**config.mk**
```make
export PLATFORM = sky130hd
export DESIGN_NAME = bakery_ticket_lock_arbiter
export DESIGN_NICKNAME = d
export VERILOG_FILES = /design/src/hw/rtl/btl_pkg.sv /design/src/hw/rtl/btl_table.sv /design/src/hw/rtl/btl_scan.sv /design/src/hw/rtl/bakery_ticket_lock_arbiter.sv
export SDC_FILE = /design/constraint.sdc
export NUM_CORES = 1
export LEC_CHECK = 0
export ABC_AREA = 1
export BUFFER_PORTS_ARGS = -buffer_cell sky130_fd_sc_hd__buf_4
export CORE_AREA = 2 2 181 183
export CTS_BUF_LIST = sky130_fd_sc_hd__clkbuf_4
export DETAILED_ROUTE_END_ITERATION = 10
export DIE_AREA = 0 0 183 185
export PLACE_DENSITY = 0.67
export SLEW_MARGIN = 20
export SYNTH_ARGS = -nofsm -noshare
export SYNTH_HDL_FRONTEND = slang
export SYNTH_SLANG_ARGS = --single-unit
```
**constraint.sdc**
```tcl
create_clock -name clk_i -period 3.5 [get_ports clk_i]
set_clock_uncertainty 0.05 [all_clocks]
set_input_delay 0.35 -clock clk_i [delete_from_list [all_inputs] [get_ports clk_i]]
set_output_delay 0.35 -clock clk_i [all_outputs]
set_load 0.01 [all_outputs]
```
**src/hw/rtl/btl_pkg.sv**
```systemverilog
`default_nettype none

package btl_pkg;

  localparam int unsigned NumReq     = 16;
  localparam int unsigned ReqBits    = 4;
  localparam int unsigned CntBits    = 5;
  localparam int unsigned TicketBits = 16;
  localparam int unsigned StatusBits = 2;

  localparam logic [TicketBits-1:0] TicketMax = {TicketBits{1'b1}};
  localparam logic [CntBits-1:0]    CntMax    = CntBits'(NumReq);

  typedef enum logic {
    KIND_REQUEST = 1'b0,
    KIND_RELEASE = 1'b1
  } kind_e;

  typedef enum logic [StatusBits-1:0] {
    ST_OK        = 2'd0,
    ST_SATURATED = 2'd1,
    ST_RANGE     = 2'd2
  } status_e;

  typedef struct packed {
    logic               kind;
    logic [ReqBits-1:0] requester;
  } item_t;

  typedef struct packed {
    logic [TicketBits-1:0] ticket_value;
    logic [ReqBits-1:0]    holder;
    logic                  holder_valid;
    logic [StatusBits-1:0] status;
  } result_t;

  typedef struct packed {
    logic clr;
    logic en;
    logic min_mode;
  } scan_ctl_t;

endpackage

`default_nettype wire

```
**src/hw/rtl/btl_table.sv**
```systemverilog
`default_nettype none

module btl_table (
  input  wire logic                           clk_i,
  input  wire logic                           rst_ni,
  input  wire logic                           we_i,
  input  wire logic [btl_pkg::ReqBits-1:0]    waddr_i,
  input  wire logic [btl_pkg::TicketBits-1:0] wdata_i,
  input  wire logic [btl_pkg::ReqBits-1:0]    raddr_i,
  output logic      [btl_pkg::TicketBits-1:0] rdata_o
);
  import btl_pkg::*;

  logic [TicketBits-1:0] ticket_q [NumReq];

  always_ff @(posedge clk_i or negedge rst_ni) begin
    if (!rst_ni) begin
      for (int i = 0; i < int'(NumReq); i++) begin
        ticket_q[i] <= '0;
      end
    end else if (we_i) begin
      ticket_q[waddr_i] <= wdata_i;
    end
  end

  assign rdata_o = ticket_q[raddr_i];

endmodule

`default_nettype wire

```
**src/hw/rtl/btl_scan.sv**
```systemverilog
`default_nettype none

module btl_scan (
  input  wire logic                           clk_i,
  input  wire logic                           rst_ni,
  input  wire btl_pkg::scan_ctl_t             ctl_i,
  input  wire logic [btl_pkg::ReqBits-1:0]    idx_i,
  input  wire logic [btl_pkg::TicketBits-1:0] data_i,
  output logic      [btl_pkg::TicketBits-1:0] acc_o,
  output logic      [btl_pkg::ReqBits-1:0]    best_id_o,
  output logic                                found_o
);
  import btl_pkg::*;

  logic [TicketBits-1:0] acc_q, acc_d;
  logic [ReqBits-1:0]    best_id_q, best_id_d;
  logic                  found_q, found_d;
  logic                  lt;

  assign lt = data_i < acc_q;

  always_comb begin
    acc_d     = acc_q;
    best_id_d = best_id_q;
    found_d   = found_q;
    if (ctl_i.clr) begin
      acc_d     = '0;
      best_id_d = '0;
      found_d   = 1'b0;
    end else if (ctl_i.en) begin
      if (ctl_i.min_mode) begin
        if ((data_i != '0) && (!found_q || lt)) begin
          acc_d     = data_i;
          best_id_d = idx_i;
          found_d   = 1'b1;
        end
      end else if (!lt) begin
        acc_d = data_i;
      end
    end
  end

  always_ff @(posedge clk_i or negedge rst_ni) begin
    if (!rst_ni) begin
      acc_q     <= '0;
      best_id_q <= '0;
      found_q   <= 1'b0;
    end else begin
      acc_q     <= acc_d;
      best_id_q <= best_id_d;
      found_q   <= found_d;
    end
  end

  assign acc_o     = acc_q;
  assign best_id_o = best_id_q;
  assign found_o   = found_q;

endmodule

`default_nettype wire

```
**src/hw/rtl/bakery_ticket_lock_arbiter.sv**
```systemverilog
// A request scans the N active tickets for the max, writes max + 1 (saturating),
// then for the min; a release writes 0, then scans; an out-of-range id only scans.
// Throughput: one item at a time, the next accepted in the cycle done_o is high;
// the shared compare unit walks one ticket a cycle.
// Results are a single-cycle strobe on done_o; the receiver cannot stall.
// Reset clears all tickets at once and sets the active count to 16.
`default_nettype none

module bakery_ticket_lock_arbiter (
  input  wire logic                        clk_i,
  input  wire logic                        rst_ni,
  input  wire logic                        start,
  output logic                             busy,
  input  wire btl_pkg::item_t              req_i,
  output logic                             done_o,
  output btl_pkg::result_t                 res_o,
  input  wire logic                        cfg_valid_i,
  output logic                             cfg_ready_o,
  input  wire logic [btl_pkg::CntBits-1:0] cfg_data_i
);
  import btl_pkg::*;

  typedef enum logic [2:0] {
    S_IDLE,
    S_MAX,
    S_WR,
    S_MIN
  } state_e;

  state_e                state_q, state_d;
  logic [CntBits-1:0]    cfg_q, cfg_d;
  logic [CntBits-1:0]    n_q, n_d;
  logic [CntBits-1:0]    idx_q, idx_d;
  logic                  kind_q, kind_d;
  logic [ReqBits-1:0]    req_q, req_d;
  status_e               status_q, status_d;
  logic [TicketBits-1:0] tval_q, tval_d;
  logic                  done_q, done_d;
  result_t               res_q, res_d;

  scan_ctl_t             scan_ctl;
  logic [TicketBits-1:0] rdata;
  logic [TicketBits-1:0] acc;
  logic [ReqBits-1:0]    best_id;
  logic                  found;
  logic                  we;
  logic [TicketBits-1:0] wdata;
  logic [CntBits-1:0]    n_in;
  logic                  scan_live;

  btl_table u_table (
    .clk_i   (clk_i),
    .rst_ni  (rst_ni),
    .we_i    (we),
    .waddr_i (req_q),
    .wdata_i (wdata),
    .raddr_i (idx_q[ReqBits-1:0]),
    .rdata_o (rdata)
  );

  btl_scan u_scan (
    .clk_i     (clk_i),
    .rst_ni    (rst_ni),
    .ctl_i     (scan_ctl),
    .idx_i     (idx_q[ReqBits-1:0]),
    .data_i    (rdata),
    .acc_o     (acc),
    .best_id_o (best_id),
    .found_o   (found)
  );

  assign n_in      = (cfg_q > CntMax) ? CntMax : cfg_q;
  assign scan_live = idx_q < n_q;

  always_comb begin
    state_d  = state_q;
    cfg_d    = cfg_q;
    n_d      = n_q;
    idx_d    = idx_q;
    kind_d   = kind_q;
    req_d    = req_q;
    status_d = status_q;
    tval_d   = tval_q;
    done_d   = 1'b0;
    res_d    = res_q;
    scan_ctl = '0;
    we       = 1'b0;
    wdata    = '0;

    if (cfg_valid_i && cfg_ready_o) begin
      cfg_d = cfg_data_i;
    end

    unique case (state_q)
      S_IDLE: begin
        if (start) begin
          scan_ctl.clr = 1'b1;
          n_d          = n_in;
          idx_d        = '0;
          kind_d       = req_i.kind;
          req_d        = req_i.requester;
          status_d     = ST_OK;
          tval_d       = '0;
          if ({1'b0, req_i.requester} >= n_in) begin
            status_d = ST_RANGE;
            state_d  = S_MIN;
          end else if (req_i.kind == KIND_RELEASE) begin
            state_d = S_WR;
          end else begin
            state_d = S_MAX;
          end
        end
      end
      S_MAX: begin
        if (scan_live) begin
          scan_ctl.en = 1'b1;
          idx_d       = idx_q + 1'b1;
        end else begin
          state_d = S_WR;
        end
      end
      S_WR: begin
        we           = 1'b1;
        scan_ctl.clr = 1'b1;
        idx_d        = '0;
        if (kind_q == KIND_RELEASE) begin
          wdata = '0;
        end else if (acc == TicketMax) begin
          wdata    = TicketMax;
          status_d = ST_SATURATED;
        end else begin
          wdata = acc + 1'b1;
        end
        tval_d  = wdata;
        state_d = S_MIN;
      end
      S_MIN: begin
        scan_ctl.min_mode = 1'b1;
        if (scan_live) begin
          scan_ctl.en = 1'b1;
          idx_d       = idx_q + 1'b1;
        end else begin
          res_d.ticket_value = tval_q;
          res_d.holder       = found ? best_id : '0;
          res_d.holder_valid = found;
          res_d.status       = status_q;
          done_d             = 1'b1;
          state_d            = S_IDLE;
        end
      end
      default: state_d = S_IDLE;
    endcase
  end

  always_ff @(posedge clk_i or negedge rst_ni) begin
    if (!rst_ni) begin
      state_q  <= S_IDLE;
      cfg_q    <= CntMax;
      n_q      <= '0;
      idx_q    <= '0;
      kind_q   <= 1'b0;
      req_q    <= '0;
      status_q <= ST_OK;
      tval_q   <= '0;
      done_q   <= 1'b0;
      res_q    <= '0;
    end else begin
      state_q  <= state_d;
      cfg_q    <= cfg_d;
      n_q      <= n_d;
      idx_q    <= idx_d;
      kind_q   <= kind_d;
      req_q    <= req_d;
      status_q <= status_d;
      tval_q   <= tval_d;
      done_q   <= done_d;
      res_q    <= res_d;
    end
  end

  assign busy        = state_q != S_IDLE;
  assign cfg_ready_o = state_q == S_IDLE;
  assign done_o      = done_q;
  assign res_o       = res_q;

endmodule

`default_nettype wire

```
==> summary.md <==
| Metric | Value |
|---|---|
| Die Span Y | `185 µm` |
| Fraction of layout cells with a size suffix above 1 | `14.3%` |
| GPL Wtd Cong | `0.933` |
| Outcome | `complete, no violations` |
| Yosys reg bits | `341` |
| Input/output buffers | `39` |
| Fillers | `2928` |
| Asr flop ratio synth | `100%` |
| Synth warnings | `0` |
| Final instance area | `18200 µm²` |
| Vias in the first global route | `13200` |
| DRC | `0` |
| Total GRT Usage | `25.9%` |
| Crit path kind | `flop to flop` |
| RSZ-0062 raised after global routing | `false` |
| Area of the multi-input gates | `6540 µm²` |
| CP max stage cell | `dfrtp_4` |
| CTS max path bufs | `3` |
| Cell variety after synth | `45` |
| Final Hold Viols | `0` |
| CTS Sinks | `341` |
| Post-DP Area | `16800 µm²` |
| Leak | `0.00857 µW` |
| Crit path buf inv count | `3` |
| Syn_area_per_cell | `8.44 µm²` |
| Final period util | `92.6%` |
| CP max FO | `42` |
| Die area | `33900 µm²` |
| TritonCTS clock tree | `yes` |
| First-pass GRT wire length | `69500 µm` |
| Final core occ | `56.8%` |
| Cell Rows | `66` |
| Synthesized area | `16100 µm²` |
| Die width | `183 µm` |
| Detail Route Antenna Nets | `0` |
| Relative slew slack | `28.2%` |
| Starting density of the core | `50.4%` |
| H-tree depth | `3` |
| Net Count, Synth | `1956` |
| Mapped Cells | `1912` |
| Root Driver | `clkbuf_4` |
| EDFF count, synth | `0` |
| Final #Nets | `2029` |
| CTS buffer count | `90` |
| Most used cell, CP | `nand2_1` |
| Worst-path clk slew | `0.06 ns` |
| Drt pass-1 iters | `6` |
| Largest net degree at the start of global routing | `92` |
| Vias per cell | `5.59` |
| Core area | `32000 µm²` |
| Post-synthesis sequential area ratio | `52.9%` |
| Arr. time, crit path | `3.84 ns` |
| Worst path max stage delay | `0.55 ns` |
| Minimum clock period | `3.24 ns` |
| Pwr per Cell Area | `758 nW/µm²` |
| VDD IR max | `0.306 mV` |
| P&R area growth vs syn | `12.7%` |
| Setup bufs post-CTS | `0` |
| CP required | `4.10 ns` |
| Grt ovf | `0` |
| Antenna violations before repair | `2` |
| Worst Hold Class | `input pin to flop` |
| Peak Freq | `0.309 GHz` |
| Hpwl dp | `27200 µm` |
| Setup violators final | `0` |
| Cell family with most CP delay | `compound AO/OA/AOI/OAI gates` |
| Prevailing post-synth register cell | `dfrtp_1` |
| Drt wl/cell | `17.7 µm` |
| Cells along the critical path | `buf_12 -> o21ai_0 -> o22ai_1 -> a22o_1 -> clkinv_1 -> nand2_1 -> ha_1 -> nand2_1 -> nor2_1 -> a211oi_1 -> o221a_2 -> nand2_1 -> nand2_2 -> nand2_2 -> nand2_4 -> buf_4 -> nand3_1 -> nand2_1` |
| Final wirelength | `43600 µm` |
| Max cap viols | `0` |
| Worst Setup Start Kind | `flop` |
| Worst hold slack | `0.0251 ns` |
| Endpoint class of the critical path | `flop` |
| Slew @ Worst Pin | `1.08 ns` |
| Ports | `40` |
| Detailed-route via count | `13700` |
| Max Slew Vio Count | `0` |
| Clk_lat worst skew | `0.74 ns` |
| Combined flip-flop and latch cell area | `8540 µm²` |
| Initial DRC count | `1409` |
| Setup tns final | `0 ns` |
-- stage by stage --
step / instances / total power, µW / worst slack, ns
floorplan: 1912 / 8690 / 0.577
global placement: 2286 / 9950 / 0.224
detailed placement: 2286 / 10100 / 0.140
CTS: 2453 / 13700 / 0.118
global route: 2457 / 14800 / 0.0230
finish: 2457 / 13800 / 0.259
-- cells in the mapped netlist, types with 9 or more instances --
library cell	count	area, µm²
nand2_1	484	1820
dfrtp_1	340	8510
o21ai_0	331	1660
nor2_1	175	657
inv_1	92	345
clkbuf_1	74	278
o21ai_1	73	365
nand3_1	54	270
o22ai_1	36	225
ha_1	30	375
buf_2	29	145
a21oi_1	26	130
o221ai_1	24	210
buf_6	18	203
o21ai_2	14	123
nand2_2	13	81.3
xor2_1	12	105
nand4_1	11	68.8
o211ai_1	9	67.6
-- cells by family (layout without fill, tap and decap cells) --
kind of cell    count (synthesis)  in the layout  share of synthesized area [%]
buf+inv                       235            370                           6.69
other cells                     0              2                              0
simple gates                  756            756                           19.0
fa+ha+maj                      30             30                           2.33
xor+xnor                       12             12                          0.651
mux                             2              2                          0.140
flops                         341            341                           52.9
compound gates                536            536                           18.4
-- report_power, final --
group          switching [µW]  internal [µW]
clock                    1620           1920
combinational            3390           1860
sequential                411           4570
total                    5430           8350
-- layout make-up --
| class | count | area share (%) |
|---|---|---|
| sequential | 341 | 47.0 |
| multi-input combinational | 1336 | 36.0 |
| timing repair buffer | 108 | 5.64 |
| clock buffer | 131 | 5.41 |
| tap | 408 | 2.81 |
| inverter | 108 | 2.28 |
| clock inverter | 23 | 0.908 |
| antenna | 2 | 0.0275 |
-- worst min-delay path, stage by stage --
cell and delay, ns:
buf_4 0.08, nand2_1 0.16, nor2_1 0.13, a21oi_1 0.04
-- sequential cells by signal, indices dropped and copies added, names as in the netlist, 4 cells and up --
register,flops
cfg_q,5
idx_q,5
n_q,5
req_q,4
res_o,23
tval_q,16
u_scan.acc_o,16
u_scan.best_id_o,4
u_table.ticket_q,256
-- routing by layer --
layer | vias to the layer above | track usage, % | part of all wire, %
met1 | 6590 | 35.4 | 45
li1 | 6566 | - | -
met4 | 0 | 7.90 | 1.7
met3 | 69 | 5.82 | 7.7
met2 | 513 | 41.4 | 46
met5 | - | 0 | 0
-- what timing repair did --
action                                  in CTS  in global routing
endpoints found under the setup margin       0                 21
gates resized for setup                      0                 10
hold buffers                                13                  0
endpoints found under the hold margin       85                  0
-- cell usage in the layout (no fill, tap or decap), types with 6 or more instances in the layout --
master and n:
o221ai_1 24, nand3_1 54, inv_1 92, dlygate4sd3_1 13, buf_4 82, clkbuf_4 131
xor2_1 12, nand2_1 482, o21ai_2 14, nand4_1 11, dfrtp_1 338, a21oi_1 25
buf_12 8, o22ai_1 36, inv_2 8, o21ai_0 330, a31oi_1 6, nor2_1 175
a22o_1 8, nand2_2 15, o21ai_1 74, clkinv_1 25, ha_1 30, o211ai_1 9
-- final timing paths --
path                                   from              endpoint  slack (ns)  depth (start not counted)
max                                idx_q[0]       u_scan.acc_o[8]        0.26                         18
min                             cfg_valid_i              cfg_q[3]        0.03                          4
max reg2reg                        idx_q[0]       u_scan.acc_o[8]        0.26                         18
min reg2reg                u_scan.acc_o[15]      u_scan.acc_o[15]        0.42                          2
max in group asynchronous            rst_ni  u_table.ticket_q[10]        2.30                          3
min in group asynchronous            rst_ni              cfg_q[0]        0.13                          2
Note: power is estimated with default switching activity, not from simulation.
